**src/hdl/lsb_first_bit_packer_assert.svh**
```systemverilog
// ----------------------------------------------------------------------------
// Assertion macros for the LSB-first bit packer
// Shorthand for clocked properties that are disabled while reset is active.
// ----------------------------------------------------------------------------
`ifndef LSB_FIRST_BIT_PACKER_ASSERT_SVH
`define LSB_FIRST_BIT_PACKER_ASSERT_SVH

// The consequent must hold in the same cycle as the antecedent.
`define LBP_ASSERT_NOW(label, clk, rst_n, ante, cons, msg) \
    label: assert property (@(posedge clk) disable iff (!rst_n) (ante) |-> (cons)) \
        else $error(msg);

// The consequent must hold in the cycle after the antecedent.
`define LBP_ASSERT_NEXT(label, clk, rst_n, ante, cons, msg) \
    label: assert property (@(posedge clk) disable iff (!rst_n) (ante) |=> (cons)) \
        else $error(msg);

`endif

```
**src/hdl/lbp_pkg.sv**
```systemverilog
// ----------------------------------------------------------------------------
// lbp_pkg
// Shared widths, request codes and inter-module types of the bit packer.
// ----------------------------------------------------------------------------
`timescale 1ns / 1ps
`default_nettype none

package lbp_pkg;

    localparam int BYTE_W     = 8;
    localparam int DATA_W     = 32;
    localparam int WIDTH_W    = 6;
    localparam int HELD_W     = 7;
    localparam int CNT_W      = 3;
    localparam int MAX_BYTES  = 4;
    localparam int IDX_W      = $clog2(MAX_BYTES);
    localparam int ACC_W      = DATA_W + HELD_W;
    localparam int REQ_W      = 2;
    localparam int QUEUE_DEPTH = 2;
    localparam int QPTR_W     = $clog2(QUEUE_DEPTH);

    // Request codes carried on the input tuser.
    typedef enum logic [REQ_W-1:0] {
        REQ_WRITE = 2'd0,
        REQ_ALIGN = 2'd1,
        REQ_FLUSH = 2'd2
    } req_t;

    // One queued job: up to four bytes, earliest byte in the low bits.
    typedef struct packed {
        logic [DATA_W-1:0] bytes;
        logic [IDX_W-1:0]  last_idx;
    } job_t;

    // Queue status seen by the front, the back and the checks.
    typedef struct packed {
        logic full;
        logic empty;
    } queue_stat_t;

    // Front status for the checks.
    typedef struct packed {
        logic [CNT_W-1:0] pend_cnt;
    } front_stat_t;

endpackage

`default_nettype wire

```
**src/hdl/lbp_front.sv**
```systemverilog
// ----------------------------------------------------------------------------
// lbp_front
// Accepts requests, merges written bits with the held bits and queues jobs.
// ----------------------------------------------------------------------------
`timescale 1ns / 1ps
`default_nettype none

module lbp_front
(
    input  wire logic                        clk,
    input  wire logic                        rst_n,
    input  wire logic                        s_tvalid,
    output logic                             s_tready,
    input  wire logic [lbp_pkg::REQ_W-1:0]   req_type,
    input  wire logic [lbp_pkg::DATA_W-1:0]  data_value,
    input  wire logic [lbp_pkg::WIDTH_W-1:0] field_width,
    input  wire lbp_pkg::queue_stat_t        queue_stat,
    output logic                             push,
    output lbp_pkg::job_t                    push_job,
    output lbp_pkg::front_stat_t             front_stat
);

    logic [lbp_pkg::HELD_W-1:0]  pend_bits_reg;
    logic [lbp_pkg::HELD_W-1:0]  pend_bits_next;
    logic [lbp_pkg::CNT_W-1:0]   pend_cnt_reg;
    logic [lbp_pkg::CNT_W-1:0]   pend_cnt_next;

    logic                        s_fire;
    logic [lbp_pkg::DATA_W:0]    width_lim;
    logic [lbp_pkg::DATA_W-1:0]  width_mask;
    logic [lbp_pkg::ACC_W-1:0]   acc;
    logic [lbp_pkg::WIDTH_W-1:0] total;
    logic [lbp_pkg::CNT_W-1:0]   nbytes;
    logic [lbp_pkg::HELD_W-1:0]  rest_bits;
    logic                        width_ok;

    // A request is taken whenever the queue has room for a job.
    assign s_tready = !queue_stat.full;
    assign s_fire   = s_tvalid && s_tready;

    // Mask the value to the field width; a width of 32 keeps every bit.
    assign width_lim  = (lbp_pkg::DATA_W + 1)'(1) << field_width;
    assign width_mask = width_lim[lbp_pkg::DATA_W-1:0] - 1'b1;
    assign width_ok   = (field_width <= lbp_pkg::WIDTH_W'(lbp_pkg::DATA_W));

    // Place the new bits above the held ones and count completed bytes.
    assign acc = {{(lbp_pkg::ACC_W - lbp_pkg::HELD_W){1'b0}}, pend_bits_reg}
               | (lbp_pkg::ACC_W'(data_value & width_mask) << pend_cnt_reg);
    assign total  = lbp_pkg::WIDTH_W'(pend_cnt_reg) + field_width;
    assign nbytes = total[lbp_pkg::WIDTH_W-1:3];

    // Bits left over after the completed bytes are removed.
    always_comb
    begin
        case (nbytes)
            3'd0:    rest_bits = acc[0 +: lbp_pkg::HELD_W];
            3'd1:    rest_bits = acc[8 +: lbp_pkg::HELD_W];
            3'd2:    rest_bits = acc[16 +: lbp_pkg::HELD_W];
            3'd3:    rest_bits = acc[24 +: lbp_pkg::HELD_W];
            default: rest_bits = acc[32 +: lbp_pkg::HELD_W];
        endcase
    end

    // Request decoder: next held state and the job to queue.
    always_comb
    begin
        pend_bits_next     = pend_bits_reg;
        pend_cnt_next      = pend_cnt_reg;
        push               = 1'b0;
        push_job.bytes     = acc[lbp_pkg::DATA_W-1:0];
        push_job.last_idx  = lbp_pkg::IDX_W'(nbytes - 3'd1);
        unique case (req_type) inside
            lbp_pkg::REQ_WRITE:
            begin
                if (width_ok)
                begin
                    pend_bits_next = rest_bits;
                    pend_cnt_next  = total[lbp_pkg::CNT_W-1:0];
                    push           = s_fire && (nbytes != '0);
                end
            end
            lbp_pkg::REQ_ALIGN, lbp_pkg::REQ_FLUSH:
            begin
                // Both emit the held bits zero-padded to one byte.
                push_job.bytes    = {{(lbp_pkg::DATA_W - lbp_pkg::HELD_W){1'b0}},
                                     pend_bits_reg};
                push_job.last_idx = '0;
                pend_bits_next    = '0;
                pend_cnt_next     = '0;
                push              = s_fire && (pend_cnt_reg != '0);
            end
            default:
            begin
                push = 1'b0;
            end
        endcase
    end

    // Held bits change only when a beat is accepted.
    always_ff @(posedge clk or negedge rst_n)
    begin
        if (!rst_n)
        begin
            pend_bits_reg <= '0;
            pend_cnt_reg  <= '0;
        end
        else if (s_fire)
        begin
            pend_bits_reg <= pend_bits_next;
            pend_cnt_reg  <= pend_cnt_next;
        end
    end

    assign front_stat.pend_cnt = pend_cnt_reg;

endmodule

`default_nettype wire

```
**src/hdl/lbp_queue.sv**
```systemverilog
// ----------------------------------------------------------------------------
// lbp_queue
// Two-entry job queue that decouples request intake from byte output.
// ----------------------------------------------------------------------------
`timescale 1ns / 1ps
`default_nettype none

module lbp_queue
(
    input  wire logic                 clk,
    input  wire logic                 rst_n,
    input  wire logic                 push,
    input  wire lbp_pkg::job_t        push_job,
    input  wire logic                 pop,
    output lbp_pkg::job_t             pop_job,
    output lbp_pkg::queue_stat_t      queue_stat
);

    lbp_pkg::job_t               slot_reg [lbp_pkg::QUEUE_DEPTH];
    logic [lbp_pkg::QPTR_W-1:0]  wr_ptr_reg;
    logic [lbp_pkg::QPTR_W-1:0]  rd_ptr_reg;
    logic [lbp_pkg::QPTR_W:0]    fill_reg;
    logic [lbp_pkg::QPTR_W:0]    fill_next;
    logic                        do_push;
    logic                        do_pop;

    assign queue_stat.full  = (fill_reg == (lbp_pkg::QPTR_W + 1)'(lbp_pkg::QUEUE_DEPTH));
    assign queue_stat.empty = (fill_reg == '0);
    assign do_push = push && !queue_stat.full;
    assign do_pop  = pop && !queue_stat.empty;
    assign pop_job = slot_reg[rd_ptr_reg];

    // Fill level follows pushes and pops.
    always_comb
    begin
        fill_next = fill_reg;
        if (do_push && !do_pop)
        begin
            fill_next = fill_reg + 1'b1;
        end
        else if (do_pop && !do_push)
        begin
            fill_next = fill_reg - 1'b1;
        end
    end

    // Pointers and fill level.
    always_ff @(posedge clk or negedge rst_n)
    begin
        if (!rst_n)
        begin
            wr_ptr_reg <= '0;
            rd_ptr_reg <= '0;
            fill_reg   <= '0;
        end
        else
        begin
            fill_reg <= fill_next;
            if (do_push)
            begin
                wr_ptr_reg <= wr_ptr_reg + 1'b1;
            end
            if (do_pop)
            begin
                rd_ptr_reg <= rd_ptr_reg + 1'b1;
            end
        end
    end

    // Job storage needs no reset.
    always_ff @(posedge clk)
    begin
        if (do_push)
        begin
            slot_reg[wr_ptr_reg] <= push_job;
        end
    end

endmodule

`default_nettype wire

```
**src/hdl/lbp_back.sv**
```systemverilog
// ----------------------------------------------------------------------------
// lbp_back
// Takes jobs from the queue and sends their bytes one beat at a time.
// ----------------------------------------------------------------------------
`timescale 1ns / 1ps
`default_nettype none

module lbp_back
(
    input  wire logic                        clk,
    input  wire logic                        rst_n,
    input  wire lbp_pkg::job_t               pop_job,
    input  wire lbp_pkg::queue_stat_t        queue_stat,
    output logic                             pop,
    output logic                             m_tvalid,
    input  wire logic                        m_tready,
    output logic [lbp_pkg::BYTE_W-1:0]       m_tdata,
    output logic                             m_tlast
);

    logic                         busy_reg;
    logic [lbp_pkg::DATA_W-1:0]   shift_reg;
    logic [lbp_pkg::IDX_W-1:0]    left_reg;
    logic                         m_fire;
    logic                         job_done;

    assign m_fire   = m_tvalid && m_tready;
    assign job_done = !busy_reg || (m_fire && (left_reg == '0));
    assign pop      = job_done && !queue_stat.empty;

    assign m_tvalid = busy_reg;
    assign m_tdata  = shift_reg[lbp_pkg::BYTE_W-1:0];
    assign m_tlast  = (left_reg == '0);

    // Busy flag and byte counter.
    always_ff @(posedge clk or negedge rst_n)
    begin
        if (!rst_n)
        begin
            busy_reg <= 1'b0;
            left_reg <= '0;
        end
        else if (job_done)
        begin
            busy_reg <= !queue_stat.empty;
            left_reg <= pop_job.last_idx;
        end
        else if (m_fire)
        begin
            left_reg <= left_reg - 1'b1;
        end
    end

    // Output bytes: load a new job or move to the next byte.
    always_ff @(posedge clk)
    begin
        if (pop)
        begin
            shift_reg <= pop_job.bytes;
        end
        else if (m_fire)
        begin
            shift_reg <= shift_reg >> lbp_pkg::BYTE_W;
        end
    end

endmodule

`default_nettype wire

```
**src/hdl/lsb_first_bit_packer.sv**
```systemverilog
// ----------------------------------------------------------------------------
// lsb_first_bit_packer
// Packs variable-width fields, least significant bit first, into bytes.
// ----------------------------------------------------------------------------
//  Channel | Direction | tdata                         | tuser       | tlast
//  s_      | in        | data_value, field_width       | req_type    | -
//  m_      | out       | out_byte                      | -           | last_of_run
//
// A request is taken whenever the two-entry job queue has room.
// Output runs at one byte per cycle while m_tready stays high; a write
// completes up to four bytes, and align and flush emit at most one.
// Reset clears the held bits and empties the queue; no clearing pass.
// A stalled output fills the queue, after which s_tready drops.
`timescale 1ns / 1ps
`default_nettype none

`include "lsb_first_bit_packer_assert.svh"

module lsb_first_bit_packer
(
    input  wire logic        clk,
    input  wire logic        rst_n,
    input  wire logic        s_tvalid,
    output logic             s_tready,
    input  wire logic [39:0] s_tdata,   // [31:0] data_value, [37:32] field_width, rest zero
    input  wire logic [1:0]  s_tuser,   // [1:0] req_type
    output logic             m_tvalid,
    input  wire logic        m_tready,
    output logic [7:0]       m_tdata,   // [7:0] out_byte
    output logic             m_tlast
);

    logic                  push;
    logic                  pop;
    lbp_pkg::job_t         push_job;
    lbp_pkg::job_t         pop_job;
    lbp_pkg::queue_stat_t  queue_stat;
    lbp_pkg::front_stat_t  front_stat;

    // Request intake and bit merging.
    lbp_front u_front
    (
        .clk         (clk),
        .rst_n       (rst_n),
        .s_tvalid    (s_tvalid),
        .s_tready    (s_tready),
        .req_type    (s_tuser),
        .data_value  (s_tdata[31:0]),
        .field_width (s_tdata[37:32]),
        .queue_stat  (queue_stat),
        .push        (push),
        .push_job    (push_job),
        .front_stat  (front_stat)
    );

    // Job queue between intake and output.
    lbp_queue u_queue
    (
        .clk        (clk),
        .rst_n      (rst_n),
        .push       (push),
        .push_job   (push_job),
        .pop        (pop),
        .pop_job    (pop_job),
        .queue_stat (queue_stat)
    );

    // Byte output.
    lbp_back u_back
    (
        .clk        (clk),
        .rst_n      (rst_n),
        .pop_job    (pop_job),
        .queue_stat (queue_stat),
        .pop        (pop),
        .m_tvalid   (m_tvalid),
        .m_tready   (m_tready),
        .m_tdata    (m_tdata),
        .m_tlast    (m_tlast)
    );

    // Checks on queue flow and held state.
    `LBP_ASSERT_NOW(a_no_push_when_full, clk, rst_n, push, !queue_stat.full, "job pushed into full queue")
    `LBP_ASSERT_NEXT(a_flush_clears, clk, rst_n, s_tvalid && s_tready && (s_tuser == lbp_pkg::REQ_FLUSH), front_stat.pend_cnt == '0, "flush left bits pending")
    `LBP_ASSERT_NEXT(a_back_picks_job, clk, rst_n, !m_tvalid && !queue_stat.empty, m_tvalid, "queued job not picked up")

endmodule

`default_nettype wire

```
**config.mk**
```make
export PLATFORM = sky130hd
export DESIGN_NAME = lsb_first_bit_packer
export DESIGN_NICKNAME = d
export VERILOG_FILES = /design/src/hdl/lbp_pkg.sv /design/src/hdl/lbp_front.sv /design/src/hdl/lbp_queue.sv /design/src/hdl/lbp_back.sv /design/src/hdl/lsb_first_bit_packer.sv
export VERILOG_INCLUDE_DIRS = /design/src /design/src/hdl
export SDC_FILE = /design/constraint.sdc
export NUM_CORES = 1
export LEC_CHECK = 0
export BUFFER_PORTS_ARGS = -buffer_cell sky130_fd_sc_hd__buf_2
export CORE_UTILIZATION = 50
export DETAILED_ROUTE_END_ITERATION = 6
export GPL_TIMING_DRIVEN = 0
export PLACE_DENSITY_LB_ADDON = 0.12
export SETUP_SLACK_MARGIN = 0.4
export SYNTH_ARGS = -nofsm -noshare
export SYNTH_HDL_FRONTEND = slang
export SYNTH_SLANG_ARGS = --single-unit
```
**constraint.sdc**
```tcl
create_clock -name clk -period 5.4 [get_ports clk]
set_input_delay 0.54 -clock clk [delete_from_list [all_inputs] [get_ports clk]]
set_output_delay 0.54 -clock clk [all_outputs]
set_load 0.05 [all_outputs]
```
After elaboration in Yosys (flattened, before gate mapping)
Memories as Yosys holds them, arrays and structs flattened.
Index checks and enable logic that the tools add are counted.
Storage, ports and cells
  register bits after elaboration: 49
  latch bits: 0
  RAM bits: 68
  memory bits (read-only): 0
  input bits: 46
  output and inout port bits: 11
  logic and storage cells: 73
  memories kept: 1
Operators by class
  add/subtract/negate cells: 8
  $mul: 0
  div/mod/pow operators: 0
  $lt $le $gt $ge: 1
  eq/ne operators: 7
  shift-type cells: 2
  muxes and demuxes: 16
  bitwise logic cells: 2
  reduce and logical (&&, ||, !) cells: 28
Memory list
  u_queue.slot_reg: depth 2, width 34, rd ports 1, clocked after Yosys merged registers in 0, wr ports 1, line lbp_queue.sv:19  | lbp_pkg::job_t slot_reg [lbp_pkg::QUEUE_DEPTH];
Operator list (number)
  32-bit two-way mux: 2
  7-bit by 39-bit OR with 39-bit output: 1
  39-bit by 3-bit left shift with 39-bit output: 1
  34-bit two-way mux: 1
  32-bit AND: 1
  1-bit by 6-bit left shift with 32-bit output (first input constant): 1
  32-bit by 1-bit subtractor with 32-bit output (second input constant): 1
  7-bit case mux with 4 select lines: 1
  7-bit case mux with 2 select lines: 1
  1-bit logical AND: 10
  2-bit two-way mux: 4
  2-bit nonzero test: 4
  7-bit two-way mux: 1
  3-bit by 6-bit adder with 6-bit output: 1
  3-bit by 2-bit equality test with 1-bit output (second input constant): 2
  6-bit <= comparator (second input constant): 1
  2-bit zero test: 3
  3-bit case mux with 2 select lines: 1
  3-bit nonzero test: 2
  2-bit by 1-bit subtractor with 2-bit output (second input constant): 3
  1-bit zero test: 5
  2-bit equality test (second input constant): 2
  3-bit by 1-bit equality test with 1-bit output (second input constant): 1
  3-bit zero test: 1
  10 further kinds: 13

Longest topological paths before layout
  word-level depth: 11
  mapped depth: 15
  mapped depth without buffers: 14

Hierarchy
From an unflattened synthesis, not the netlist that was laid out.
Second synthesis, totals
  cells, all modules: 793
  area total of the unflattened synthesis: 8298.0 µm²
Modules (own cells, without submodules)
  lbp_front: instances 1, cells an instance 571, area each 3926.3 µm², seq. area each 250.2 µm²
  lbp_queue: instances 1, cells an instance 125, area each 2801.4 µm², seq. area each 2142.1 µm²
  lbp_back: instances 1, cells an instance 97, area each 1570.3 µm², seq. area each 1036.0 µm²

Least setup slack after synthesis
Ideal clock, no wire load.
  path kind: input to register
  start point: input s_tdata[32]
  end point: memory u_queue.slot_reg[0][0] (netlist name) (enable)
  library setup time: 429 ps
  arrival: 4223 ps
  required time: 4971 ps
  setup slack: 748 ps
  stages on the path: 12
  buffers on the path: 1
  cell sequence: ha_1 fa_1 a21o_1 nand2_1 xnor2_1 inv_1 ha_1 and2_1 buf_1 o21ai_0 nor3b_1 nor2b_1
On the way
  cells in the longest elaborated chain, start to end: 8
  elaborated cells between the ends (all ways): 9
  those cells by class: 1 x add/sub; 1 x order compare; 4 x mux; 3 x reduce/logical
Ends and longest elaborated chain
  from (decl): line lsb_first_bit_packer.sv:25  | input wire logic [39:0] s_tdata,
  3-bit by 6-bit adder with 6-bit output: line lbp_front.sv:49  | assign total = lbp_pkg::WIDTH_W'(pend_cnt_reg) + field_width;
  3-bit nonzero test: line lbp_front.sv:79  | push = s_fire && (nbytes != '0);
  1-bit logical AND: line lbp_front.sv:79
  1-bit two-way mux (*): line lbp_front.sv:75  | if (width_ok)
  1-bit case mux with 2 select lines (*): line lbp_front.sv:72  | unique case (req_type) inside
  1-bit logical AND (*): line lbp_queue.sv:29  | assign do_push = push && !queue_stat.full;
  net u_queue.do_push: line lbp_queue.sv:24  | logic do_push;
  1-bit two-way mux (*): line lbp_queue.sv:73  | if (do_push)
  1-bit two-way mux (not written as such) (*): line lbp_queue.sv:75  | slot_reg[wr_ptr_reg] <= push_job;
  to (decl): line lbp_queue.sv:19
The timed path passes the listed nets; every way through them passes the cells marked *.

Final worst setup path
  start point: register u_front.pend_cnt_reg, in the netlist u_front.front_stat[0]
  end point: memory u_queue.slot_reg[1][19] (netlist name) (enable)
On the way
  cells in the longest elaborated chain, start to end: 8
  elaborated cells between the ends (all ways): 10
  those cells by class: 1 x add/sub; 4 x mux; 5 x reduce/logical
Ends and longest elaborated chain
  from (decl): line lbp_front.sv:25  | logic [lbp_pkg::CNT_W-1:0] pend_cnt_reg;
  from (signal assigned): line lbp_front.sv:110  | pend_cnt_reg <= pend_cnt_next;
  3-bit by 6-bit adder with 6-bit output: line lbp_front.sv:49
  3-bit nonzero test: line lbp_front.sv:79
  1-bit logical AND: line lbp_front.sv:79
  1-bit two-way mux: line lbp_front.sv:75
  1-bit case mux with 2 select lines (*): line lbp_front.sv:72
  1-bit logical AND (*): line lbp_queue.sv:29
  net u_queue.do_push: line lbp_queue.sv:24
  1-bit two-way mux (*): line lbp_queue.sv:73
  1-bit two-way mux (not written as such) (*): line lbp_queue.sv:75
Marks and branches as above.

==> metrics.md <==
| Metric | Value |
|---|---|
| Outcome | finished, final reports clean |
| R2R Path End | u_queue.slot_reg[1][19] |
| FMAX | 246.6 MHz |
| Crit Path Category | flop to flop |
| Max_slew headroom | 0.3216 |
| Leading area contributor after synthesis | edfxtp_1 |
| Commonest cells after routing, fill and taps aside | edfxtp_1 (100), nor2_1 (94), buf_2 (66) |
| Hold_buf cts | 0 |
| Shortest period the worst path allows | 4055 ps |
| Final #Nets | about 880 |
| DRT Wirelength | 23210 um |
| Sequential fraction of the synthesis area | 0.4617 |
| Root Buffer | clkbuf_16 |
| Synth cell types | between 80 and 90 |
| Syn_nets | 803 |
| Class of the worst hold path | primary input to async pin |
| LEAKAGE | 3.338 nW |
| Cell count after synthesis | between 700 and 800 |
| Die Wd | 123.9 um |
| Clock-pin slew on the worst setup and hold paths | 60 ps |
| Ranking of synthesized cells by area | edfxtp_1 (40%), mux2i_1 (7.1%), dfrtp_1 (5.7%) |
| Critical path launch point type | flop |
| Clk Latency, worst-skew pair | about 420 ps |
| Final setup violation count | 0 |
| Vias post-DR | 6441 |
| Num CTS Buffers | 17 |
| Gate power share | 0.400 |
| Least-Margin Pin Slew | 1010 ps |
| Syn avg cell area | 9.993 sq um |
| Reg power frac | 0.330 |
| CTS tree | yes |
| PortBufs | 53 |
| Ports | 57 |
| Final Cycle Share | 0.7510 |
| CP peak stage delay | 840 ps |
| Placement Rows | 44 |
| Register-to-register setup slack | 1340 ps |
| Layout cells sized above 1 | 0.1701 |
| Worst path arrival time | 4090 ps |
| Cells after DPL | 982 |
| Synth-to-Final Area Change | 14.88% |
| Vias per cell | 6.358 |
| Crit path launch | u_front.front_stat[0] |
| Yosys warning count | 0 |
| Sink Count | 117 |
| Core Area | around 15000 sq um |
| Sw power | between 0.001 and 0.0015 W |
| Initial drt markers | 659 |
| CTS H-tree lvls | 4 |
| GPL Wtd Cong | 1.003 |
| Flops & latches, synth | 117 |
| Initial antenna violation count | 0 |
| Worst R2R Start | u_front.front_stat[0] |
| Final HPWL DP | 17540 um |
| Switching share of total power | 0.3837 |
| Setup Fix Bufs, Post-CTS | 0 |
| Clk_skew | 10.76 ps |
| Largest register FFs | 68 |
| R2R cell count | 12 |
| Initial core utilization | 0.5108 |
| Post-CTS sizing | 0 |
| Max clock buf depth | 2 |
| Total power | 0.003808 W |
| Vias in the first global route | 6258 |
| Drt drc | 0 |
| Final Max Slew Viols | 0 |
| Fin cells | 1013 |
| Final Core Density | 0.5869 |
| Die Y | about 120 um |
| Mapped cell area | 7425 sq um |
| Drt wl/cell | ~23 um |
| Hold Violations, Final | 0 |
| Cell area after layout | 8529 sq um |
| Max cap viols | 0 |
| Number of synthesized flops with an enable pin | 100 |
| Largest net degree at the start of global routing | 35 |
| Most common library cell in the layout ignoring fill and taps | edfxtp_1 |
| P per Cell Area | about 450 nW/um^2 |
| Slowest CP cell | and2_2 |
| Cell Chain, Critical Path | ha_1, fa_1, a21o_1, nand2_1, xnor2_1, inv_1, ha_1, and2_1, buf_1, o21ai_0, nor3b_1, and2_2 |
| Req. time, crit path | 5430 ps |
| Post-route ant nets | 0 |
| RSZ-0062 raised after global routing | no |
| Crit-path max FO | 34 |
| Critical path endpoint category | flop |
| Ant. Diodes | 0 |
| Die Area | 15340 sq um |
| First-pass GRT wire length | 35040 um |
| Clk pwr share | 0.270 |
| Total GRT Usage | 0.3136 |
| Share of the synthesized area in the top cell type | 0.4044 |
| Peak supply drop | 0.0002626 V |
| Async SR Flop Fraction | 0.1453 |
| Primary FF master, synth | edfxtp_1 |
| Drt first pass iters | 6 |
| Dpl cell area | between 7000 and 8000 sq um |
| Most used cell, CP | ha_1 |
| P_int | approximately 0.0023 W |
| GRT overflow | 0 |
worst max path at each step:
stage | endpoint | slack (ps) | cells past startpoint
after floorplan | u_queue.slot_reg[0][0] | 750 | 12
after global placement | u_queue.slot_reg[0][27] | -640 | 13
after detailed placement | u_queue.slot_reg[1][27] | 960 | 13
after CTS | u_queue.slot_reg[1][24] | 1260 | 12
after global routing | u_queue.slot_reg[1][23] | 990 | 12
final | u_queue.slot_reg[1][19] | 1340 | 12
kinds of logic (layout without fill, tap and decap cells):
logic type               after synthesis  in the layout  share of synthesized area
AND/OR/NAND/NOR                      239            239                     0.1581
AO/OA/AOI/OAI                        213            213                     0.2022
flip-flops                           117            117                     0.4617
buffers and inverters                 83            169                    0.04988
multiplexers                          64             64                    0.08814
adder cells (fa/ha/maj)               14             14                    0.02460
XOR/XNOR                              13             13                    0.01534
worst max-delay path, delay by kind of cell (launching register included):
kind / cells / cell delay, ps
compound gates: 2 / 370
xor+xnor: 1 / 160
fa+ha+maj: 3 / 870
buf+inv: 2 / 320
flops: 1 / 390
simple gates: 4 / 1550
stage by stage:
step / hold WS, ps / setup slack [ps] / setup TNS (ps)
after global placement: 474.0 / -643.3 / -21690
after CTS: 66.05 / 1263 / 0
after global routing: 79.74 / 991.8 / 0
after detailed placement: 493.0 / 961.7 / 0
after floorplan: 244.4 / 747.6 / 0
final: 70.20 / 1345 / 0
power by group through the flow:
stage	Combinational [W]	Clock (W)	Sequential, W
finish	0.00152	0.00103	0.00126
floorplan	0.00106	0	0.00126
detailed placement	0.00149	0	0.00127
global route	0.00163	0.00108	0.00127
CTS	0.00150	0.00104	0.00126
global placement	0.00145	0	0.00127
routing by layer:
metal  routed length, um  vias up  part of all wire  track usage
met5                   0        -                 0            0
met4                 509        0             0.022      0.09563
met3                1933       45             0.083      0.06777
met2               10760      332              0.46       0.4938
met1               10000     3142              0.43       0.4300
li1                    -     2922                 -            -
synthesized netlist by cell type, drive strengths merged, types with 16 or more instances:
library cell and number:
edfxtp 100, o21ai 27, nor2 94, nor3 18, a21oi 54, clkbuf 33
and2 16, dfrtp 17, inv 18, nand2 43, mux2i 53, buf 31
layout make-up:
| cell class | instances | area (sq um) |
|---|---|---|
| multi-input cells | 543 | 3646 |
| inverters | 19 | 71.32 |
| clock inverters | 13 | 112.6 |
| repair buffers | 55 | 312.8 |
| fillers | 1302 | 6005 |
| flip-flops and latches | 117 | 3428 |
| plain buffers | 64 | 299.0 |
| well taps | 184 | 230.2 |
| clock buffers | 18 | 429.2 |
Power figures use the tool's default switching activity.
